### config.mk
export PLATFORM = sky130hd
export DESIGN_NAME = iir_filter_transposed_df2
export DESIGN_NICKNAME = d
export VERILOG_FILES = /design/src/sv/iir_tdf2_pkg.sv /design/src/sv/iir_tdf2_ctrl.sv /design/src/sv/iir_tdf2_dp.sv /design/src/sv/iir_filter_transposed_df2.sv
export SDC_FILE = /design/constraint.sdc
export NUM_CORES = 2
export LEC_CHECK = 0
export ABC_AREA = 1
export BUFFER_PORTS_ARGS = -buffer_cell sky130_fd_sc_hd__buf_2
export CAP_MARGIN = 20
export CORE_MARGIN = 2
export CORE_UTILIZATION = 61
export DETAILED_ROUTE_END_ITERATION = 10
export PLACE_DENSITY = 0.82
export SYNTH_ARGS = -nofsm -noshare
export SYNTH_HDL_FRONTEND = slang
export SYNTH_SLANG_ARGS = --single-unit
### constraint.sdc
create_clock -name clk -period 12.7 [get_ports clk]
set_input_delay 2.54 -clock clk [delete_from_list [all_inputs] [get_ports clk]]
set_output_delay 2.54 -clock clk [all_outputs]
set_load 0.01 [all_outputs]
### src/sv/iir_tdf2_pkg.sv
`timescale 1ns / 1ps
`default_nettype none

package iir_tdf2_pkg;

  localparam int ORDER     = 2;
  localparam int CHANNELS  = 2;

  localparam int X_W       = 16;
  localparam int COEF_W    = 32;
  localparam int PROD_W    = COEF_W + X_W;
  localparam int ST_W      = 48;
  localparam int ACC_W     = ST_W + 2;
  localparam int FRAC_BITS = 28;
  localparam int DEPTH     = ORDER * CHANNELS;
  localparam int ADDR_W    = (DEPTH > 1) ? $clog2(DEPTH) : 1;
  localparam int STG_W     = (ORDER > 1) ? $clog2(ORDER) : 1;
  localparam int CFG_IDX_W = 3;

  localparam logic [CFG_IDX_W-1:0] REG_B0 = 3'd0;
  localparam logic [CFG_IDX_W-1:0] REG_B1 = 3'd1;
  localparam logic [CFG_IDX_W-1:0] REG_B2 = 3'd2;
  localparam logic [CFG_IDX_W-1:0] REG_A1 = 3'd3;
  localparam logic [CFG_IDX_W-1:0] REG_A2 = 3'd4;

  localparam logic [COEF_W-1:0] B0_RESET = 32'h1000_0000;

  localparam logic [3:0] OP_NONE    = 4'd0;
  localparam logic [3:0] OP_CAPTURE = 4'd1;
  localparam logic [3:0] OP_Y0      = 4'd2;
  localparam logic [3:0] OP_Y1      = 4'd3;
  localparam logic [3:0] OP_Y2      = 4'd4;
  localparam logic [3:0] OP_ZB      = 4'd5;
  localparam logic [3:0] OP_ZA      = 4'd6;
  localparam logic [3:0] OP_ZS      = 4'd7;
  localparam logic [3:0] OP_OUT     = 4'd8;

  typedef struct packed {
    logic signed [X_W-1:0] sample_in;
    logic                  channel;
  } in_t;

  typedef struct packed {
    logic signed [X_W-1:0] sample_out;
    logic                  channel_out;
    logic                  clipped;
  } out_t;

  typedef struct packed {
    logic [3:0]       op;
    logic [STG_W-1:0] stage;
  } dp_cmd_t;

  typedef struct packed {
    logic chan_bad;
  } dp_sts_t;

endpackage

`default_nettype wire

### src/sv/iir_tdf2_ctrl.sv
`timescale 1ns / 1ps
`default_nettype none

module iir_tdf2_ctrl (
  input  wire                   clk,
  input  wire                   rst_n,
  input  wire                   in_valid,
  output logic                  in_stall,
  output logic                  out_valid,
  input  wire                   out_stall,
  input  iir_tdf2_pkg::dp_sts_t sts,
  output iir_tdf2_pkg::dp_cmd_t cmd
);
  import iir_tdf2_pkg::*;

  localparam logic [2:0] S_IDLE = 3'd0;
  localparam logic [2:0] S_Y0   = 3'd1;
  localparam logic [2:0] S_Y1   = 3'd2;
  localparam logic [2:0] S_Y2   = 3'd3;
  localparam logic [2:0] S_ZB   = 3'd4;
  localparam logic [2:0] S_ZA   = 3'd5;
  localparam logic [2:0] S_ZS   = 3'd6;
  localparam logic [2:0] S_DONE = 3'd7;

  logic [2:0]       state_r, state_nxt;
  logic [STG_W-1:0] stage_r, stage_nxt;
  logic             out_valid_r, out_valid_nxt;

  assign in_stall  = (state_r != S_IDLE);
  assign out_valid = out_valid_r;

  always_comb begin
    state_nxt     = state_r;
    stage_nxt     = stage_r;
    out_valid_nxt = out_valid_r & out_stall;
    cmd.op        = OP_NONE;
    cmd.stage     = stage_r;
    unique case (state_r)
      S_IDLE: begin
        if (in_valid) begin
          cmd.op    = OP_CAPTURE;
          state_nxt = sts.chan_bad ? S_DONE : S_Y0;
        end
      end
      S_Y0: begin
        cmd.op    = OP_Y0;
        state_nxt = S_Y1;
      end
      S_Y1: begin
        cmd.op    = OP_Y1;
        state_nxt = S_Y2;
      end
      S_Y2: begin
        cmd.op    = OP_Y2;
        stage_nxt = '0;
        state_nxt = S_ZB;
      end
      S_ZB: begin
        cmd.op    = OP_ZB;
        state_nxt = S_ZA;
      end
      S_ZA: begin
        cmd.op    = OP_ZA;
        state_nxt = S_ZS;
      end
      S_ZS: begin
        cmd.op = OP_ZS;
        if (stage_r == STG_W'(ORDER - 1)) begin
          state_nxt = S_DONE;
        end else begin
          stage_nxt = stage_r + 1'b1;
          state_nxt = S_ZB;
        end
      end
      S_DONE: begin
        if (!out_valid_r || !out_stall) begin
          cmd.op        = OP_OUT;
          out_valid_nxt = 1'b1;
          state_nxt     = S_IDLE;
        end
      end
      default: begin
        state_nxt = S_IDLE;
      end
    endcase
  end

  always_ff @(posedge clk) begin
    if (!rst_n) begin
      state_r     <= S_IDLE;
      stage_r     <= '0;
      out_valid_r <= 1'b0;
    end else begin
      state_r     <= state_nxt;
      stage_r     <= stage_nxt;
      out_valid_r <= out_valid_nxt;
    end
  end

endmodule

`default_nettype wire

### src/sv/iir_tdf2_dp.sv
`timescale 1ns / 1ps
`default_nettype none

module iir_tdf2_dp (
  input  wire                                    clk,
  input  wire                                    rst_n,
  input  iir_tdf2_pkg::dp_cmd_t                  cmd,
  output iir_tdf2_pkg::dp_sts_t                  sts,
  input  iir_tdf2_pkg::in_t                      in_data,
  output iir_tdf2_pkg::out_t                     out_data,
  input  wire                                    cfg_we,
  input  wire [iir_tdf2_pkg::CFG_IDX_W-1:0]      cfg_index,
  input  wire [iir_tdf2_pkg::COEF_W-1:0]         cfg_data
);
  import iir_tdf2_pkg::*;

  localparam logic signed [ACC_W-1:0] ROUND_HALF = ACC_W'(64'd1 << (FRAC_BITS - 1));

  logic signed [COEF_W-1:0] b0_r, b1_r, b2_r, a1_r, a2_r;
  logic signed [X_W-1:0]    x_r;
  logic                     c_r;
  logic signed [X_W-1:0]    y_r;
  logic                     clip_r;
  logic signed [PROD_W-1:0] prod_r;
  logic signed [ST_W-1:0]   rdata_r;
  logic signed [ACC_W-1:0]  acc_r;
  out_t                     out_r;

  logic signed [ST_W-1:0]   mem [DEPTH];
  logic [DEPTH-1:0]         vld_r;

  logic signed [COEF_W-1:0] mul_a;
  logic signed [X_W-1:0]    mul_b;
  logic signed [PROD_W-1:0] prod_nxt;
  logic [ADDR_W-1:0]        rd_addr, wr_addr;
  logic                     rd_en;
  logic signed [ACC_W-1:0]  z_sum;
  logic signed [ST_W-1:0]   z_sat;
  logic signed [ACC_W-FRAC_BITS-1:0] y_full;
  logic                     y_ovf;

  function automatic logic [ADDR_W-1:0] mem_addr(input int stg, input logic ch);
    return ADDR_W'(stg * CHANNELS + int'(ch));
  endfunction

  assign sts.chan_bad = (int'(in_data.channel) >= CHANNELS);
  assign out_data     = out_r;

  always_comb begin
    mul_a = '0;
    mul_b = x_r;
    case (cmd.op)
      OP_Y0: mul_a = b0_r;
      OP_ZB: begin
        case (int'(cmd.stage) + 1)
          1:       mul_a = b1_r;
          2:       mul_a = b2_r;
          default: mul_a = '0;
        endcase
      end
      OP_ZA: begin
        mul_b = y_r;
        case (int'(cmd.stage) + 1)
          1:       mul_a = a1_r;
          2:       mul_a = a2_r;
          default: mul_a = '0;
        endcase
      end
      default: mul_a = '0;
    endcase
    prod_nxt = $signed(PROD_W'(mul_a)) * $signed(PROD_W'(mul_b));
  end

  always_comb begin
    rd_en   = 1'b0;
    rd_addr = mem_addr(0, c_r);
    if (cmd.op == OP_Y0) begin
      rd_en = 1'b1;
    end else if (cmd.op == OP_ZB && (int'(cmd.stage) + 1) < ORDER) begin
      rd_en   = 1'b1;
      rd_addr = mem_addr(int'(cmd.stage) + 1, c_r);
    end
    wr_addr = mem_addr(int'(cmd.stage), c_r);
  end

  assign z_sum = acc_r - ACC_W'(prod_r);
  always_comb begin
    if (z_sum[ACC_W-1:ST_W-1] == '0 || z_sum[ACC_W-1:ST_W-1] == '1) begin
      z_sat = z_sum[ST_W-1:0];
    end else if (z_sum[ACC_W-1]) begin
      z_sat = {1'b1, {(ST_W-1){1'b0}}};
    end else begin
      z_sat = {1'b0, {(ST_W-1){1'b1}}};
    end
  end

  assign y_full = acc_r[ACC_W-1:FRAC_BITS];
  assign y_ovf  = !(y_full[ACC_W-FRAC_BITS-1:X_W-1] == '0 ||
                    y_full[ACC_W-FRAC_BITS-1:X_W-1] == '1);

  always_ff @(posedge clk) begin
    if (!rst_n) begin
      b0_r <= B0_RESET;
      b1_r <= '0;
      b2_r <= '0;
      a1_r <= '0;
      a2_r <= '0;
    end else if (cfg_we) begin
      unique case (cfg_index)
        REG_B0:  b0_r <= cfg_data;
        REG_B1:  b1_r <= cfg_data;
        REG_B2:  b2_r <= cfg_data;
        REG_A1:  a1_r <= cfg_data;
        REG_A2:  a2_r <= cfg_data;
        default: ;
      endcase
    end
  end

  always_ff @(posedge clk) begin
    if (!rst_n) begin
      vld_r <= '0;
    end else if (cmd.op == OP_ZS) begin
      vld_r[wr_addr] <= 1'b1;
    end
  end

  always_ff @(posedge clk) begin
    if (cmd.op == OP_ZS) begin
      mem[wr_addr] <= z_sat;
    end
    if (rd_en && vld_r[rd_addr]) begin
      rdata_r <= mem[rd_addr];
    end else if (cmd.op == OP_Y0 || cmd.op == OP_ZB) begin
      rdata_r <= '0;
    end
  end

  always_ff @(posedge clk) begin
    case (cmd.op)
      OP_CAPTURE: begin
        x_r    <= in_data.sample_in;
        c_r    <= in_data.channel;
        y_r    <= '0;
        clip_r <= 1'b0;
      end
      OP_Y0: prod_r <= prod_nxt;
      OP_Y1: acc_r  <= ACC_W'(prod_r) + ACC_W'(rdata_r) + ROUND_HALF;
      OP_Y2: begin
        clip_r <= y_ovf;
        if (!y_ovf) begin
          y_r <= y_full[X_W-1:0];
        end else if (y_full[ACC_W-FRAC_BITS-1]) begin
          y_r <= {1'b1, {(X_W-1){1'b0}}};
        end else begin
          y_r <= {1'b0, {(X_W-1){1'b1}}};
        end
      end
      OP_ZB: prod_r <= prod_nxt;
      OP_ZA: begin
        acc_r  <= ACC_W'(prod_r) + ACC_W'(rdata_r);
        prod_r <= prod_nxt;
      end
      OP_OUT: begin
        out_r.sample_out  <= y_r;
        out_r.channel_out <= c_r;
        out_r.clipped     <= clip_r;
      end
      default: ;
    endcase
  end

endmodule

`default_nettype wire

### src/sv/iir_filter_transposed_df2.sv
// Two-channel second-order IIR filter in transposed direct form II.
// The input channel takes one word per sample: a signed 16-bit sample and its
// channel number. It is accepted at a clock edge with in_valid high and
// in_stall low. Each word yields exactly one result word on the output channel:
// the rounded, saturated 16-bit sample, its channel and a clipped flag.
// Coefficients b0, b1, b2, a1, a2 are signed Q3.28 values written through the
// cfg_ port at indexes 0 to 4; cfg_ready is always high and writes belong in
// idle periods.
// One multiplier is shared by all five products, stepped by a small sequencer.
// A sample passes through a capture step, the Y0, Y1 and Y2 steps, the ZB, ZA
// and ZS steps once per stage and a final output step; the next sample is
// accepted in the cycle after the result is registered.
// When the receiver stalls, the result holds in the output register while the
// filter still accepts and processes one more sample; that sample then waits
// until the register frees up.
// A synchronous reset restores the default coefficients (a pass-through
// filter), clears the delay state of every channel and drops out_valid.
`timescale 1ns / 1ps
`default_nettype none

module iir_filter_transposed_df2 (
  input  wire                                clk,
  input  wire                                rst_n,
  input  wire                                in_valid,
  output logic                               in_stall,
  input  iir_tdf2_pkg::in_t                  in_data,
  output logic                               out_valid,
  input  wire                                out_stall,
  output iir_tdf2_pkg::out_t                 out_data,
  input  wire                                cfg_valid,
  output logic                               cfg_ready,
  input  wire [iir_tdf2_pkg::CFG_IDX_W-1:0]  cfg_index,
  input  wire [iir_tdf2_pkg::COEF_W-1:0]     cfg_data
);
  import iir_tdf2_pkg::*;

  dp_cmd_t cmd;
  dp_sts_t sts;

  assign cfg_ready = 1'b1;

  iir_tdf2_ctrl u_ctrl (
    .clk       (clk),
    .rst_n     (rst_n),
    .in_valid  (in_valid),
    .in_stall  (in_stall),
    .out_valid (out_valid),
    .out_stall (out_stall),
    .sts       (sts),
    .cmd       (cmd)
  );

  iir_tdf2_dp u_dp (
    .clk       (clk),
    .rst_n     (rst_n),
    .cmd       (cmd),
    .sts       (sts),
    .in_data   (in_data),
    .out_data  (out_data),
    .cfg_we    (cfg_valid & cfg_ready),
    .cfg_index (cfg_index),
    .cfg_data  (cfg_data)
  );

endmodule

`default_nettype wire

==> out/qor.txt <==
Sink Count: 559
syn_nets: 6756
root buffer cell: clkbuf_16
clock buffer count from CTS: 58
Final setup viols: 0
initial core utilization: 61.48%
arrival time worst endpoint: 10300 ps
pre-CTS setup slack: 2336 ps
Routability Congestion: 1.010
IO buf count: 76
layout cells sized above 1: 6.054%
Startpoint Class: input pin
CP dominant cell by count: fa_1
Core ar.: 0.07887 mm²
Final Hold Violating Endpoints: 0
Slew Limit Fails: 0
fraction of registers with async set/reset: 0%
Tot GR Track Use: 34.12%
EDFF count, synth: 390
Detail Placement HPWL: 105500 µm
Post-synth top cells: nand2_1, inv_1, nor2_1, fa_1, edfxtp_1
top post-synthesis cells by area: edfxtp_1, fa_1, nand2_1, inv_1, dfxtp_1
vias in the first global route: 38990
Setup WS post-layout: 2798 ps
Worst Max-Slew Pin Slew: 1129 ps
largest net degree at the start of global routing: 122
Worst Skew: 27.72 ps
most common cell in the netlist: nand2_1
Syn Std Cell Area: 0.04849 mm²
post-CTS setup buffers: 0
GRT overflow: 0
Synth Area per Inst: 8.088 µm²
vias post-DR: 39240
drt first pass iters: 6
layout net count: 6730
cell count after synthesis: 5995
CP endpoint kind: flip-flop
TritonCTS clock tree: done
biggest cell delay along the critical path: 990 ps
Fmax: 0.1010 GHz
Setup TNS: 0 ps
RSZ-0062 raised after global routing: false
final worst path period share: 77.97%
Initial DRC Count: 3774
slew margin rel.: 24.76%
DRC: 0
required time worst endpoint: 13090 ps
Worst-path clk slew: 60 ps
pwr dens: 294.3 mW/mm²
Min-Delay Path Class: reg2reg
worst skew pair latency: 640 ps
Synth area leader: edfxtp_1
minimum clock period: 9902 ps
antenna violations before repair: 1
via-per-instance ratio: 5.555
WL/cell: 19.66 µm
# rows: 103
die area: 0.08176 mm²
max_cap viols: 0
Synth Register Bits: 559
peak supply drop: 0.2517 mV
top_reg_cell synth: edfxtp_1
Total Wirelength: 138900 µm
CP max stage cell: a221o_1
leakage power total: 25.82 nW
# hold bufs at CTS: 0
post-cts sizing count: 0
htree depth: 2
post-synthesis sequential area ratio: 31.13%
Synth Warn #: 0
DRT antenna net count: 0
first-pass GRT wire length: 216600 µm
Die W: 285.9 µm
critical-path maximum fanout: 33
area share of the largest cell type after synthesis: 24.15%
outcome: completed
Die Y: 285.9 µm
Clock Path Buffers: 3
Layout area overhead: 6.227%
Critical Setup Path Class: in2reg
Synth cell types: 62
io pins: 78
-- layout by cell type, fill, tap and decap left out, drive strengths merged, types with 4 or more instances in the layout --
master / count
dfxtp: 169
nand2: 1446
ha: 215
nor2: 638
a221o: 26
a21oi: 256
buf: 119
xor2: 89
edfxtp: 390
or2: 50
a21o: 7
o21bai: 13
nor3: 31
o211ai: 54
nor4: 7
clkinvlp: 4
a31oi: 18
o21a: 14
clkbuf: 64
nand3b: 6
inv: 1336
fa: 489
nand3: 108
nand4: 19
o31ai: 49
clkinv: 26
xnor2: 47
a21boi: 9
and3: 8
bufinv: 8
o21ai: 282
-- metrics by stage --
step / power [W] / std cells / util [%] / cell area, µm² / hold WS [ps]
2_1_floorplan: 0.01032 / 5995 / - / 48490 / 400.3
3_3_place_gp: 0.01297 / 6959 / 62.82 / 49550 / 433.4
3_5_place_dp: 0.01316 / 6959 / 62.82 / 49550 / 438.9
4_1_cts: 0.01498 / 7063 / 65.30 / 51500 / 449.1
5_1_grt: 0.01625 / 7063 / 65.30 / 51500 / 471.0
6_report: 0.01516 / 7064 / 65.30 / 51510 / 446.9
-- registers in the layout, summed over array words and instances (netlist names) --
name / count
u_ctrl.state_r: 3
u_dp.prod_r: 48
u_dp.b0_r: 32
u_dp.b2_r: 32
u_dp.clip_r: 1
u_dp.a2_r: 32
u_dp.c_r: 1
u_dp.acc_r: 50
u_dp.x_r: 16
u_dp.b1_r: 32
u_dp.y_r: 16
u_dp.out_data: 18
u_dp.vld_r: 4
u_ctrl.out_valid: 1
u_ctrl.stage_r: 1
u_dp.a1_r: 32
u_dp.mem: 192
u_dp.rdata_r: 48
-- layout make-up --
class                      count  area, µm²
antenna                        1      2.502
clock buffer                  64       1484
clock inverter                40      471.7
fill                        6542      27370
inverter                    1334       5007
multi-input combinational   3897      27430
sequential                   559      15100
tap                         1050       1314
timing repair buffer         119      705.7
-- path summary, 6_finish.rpt --
path	depth (start not counted)	start	slack, ps	to
setup / recovery	27	out_stall	2800	u_dp.prod_r[37]$_DFFE_PN_
hold / removal	2	u_dp.a1_r[31]$_SDFFE_PN0P_	450	u_dp.a1_r[31]$_SDFFE_PN0P_
setup reg to reg	31	u_ctrl.state_r[0]$_SDFFE_PN0P_	3700	u_dp.prod_r[37]$_DFFE_PN_
hold reg to reg	2	u_dp.a1_r[31]$_SDFFE_PN0P_	450	u_dp.a1_r[31]$_SDFFE_PN0P_
-- cells by family (layout without fill, tap and decap cells) --
family | count (synthesis) | after routing | synth area share (%)
XOR/XNOR | 136 | 136 | 2.472
other | 1 | 2 | 0.007734
buffers and inverters | 1539 | 1557 | 12.46
AO/OA/AOI/OAI | 737 | 737 | 8.898
flip-flops | 559 | 559 | 31.13
adder cells (fa/ha/maj) | 704 | 704 | 25.74
AND/OR/NAND/NOR | 2318 | 2318 | 19.28
multiplexers | 1 | 1 | 0.02064
-- critical path, delay by kind of cell --
family	cells	cell delay (ps)
adders and majority gates	7	3380
and+or+nand+nor	6	1550
buffers and inverters	6	420
AOI/OAI and AO/OA	8	2370
-- report_power, final --
part	internal, W	total [W]	switching [W]
clock network	0.00101	0.00177	0.000762
logic	0.00289	0.00967	0.00678
registers	0.00335	0.00371	0.000368
-- routing by layer --
layer  GRT usage [%]  wire [µm]
met4           13.97       6411
met2           56.76      65350
met5               0         13
met1           44.85      55020
met3           5.327      12090
No activity file was read; power rests on OpenSTA's default activity.
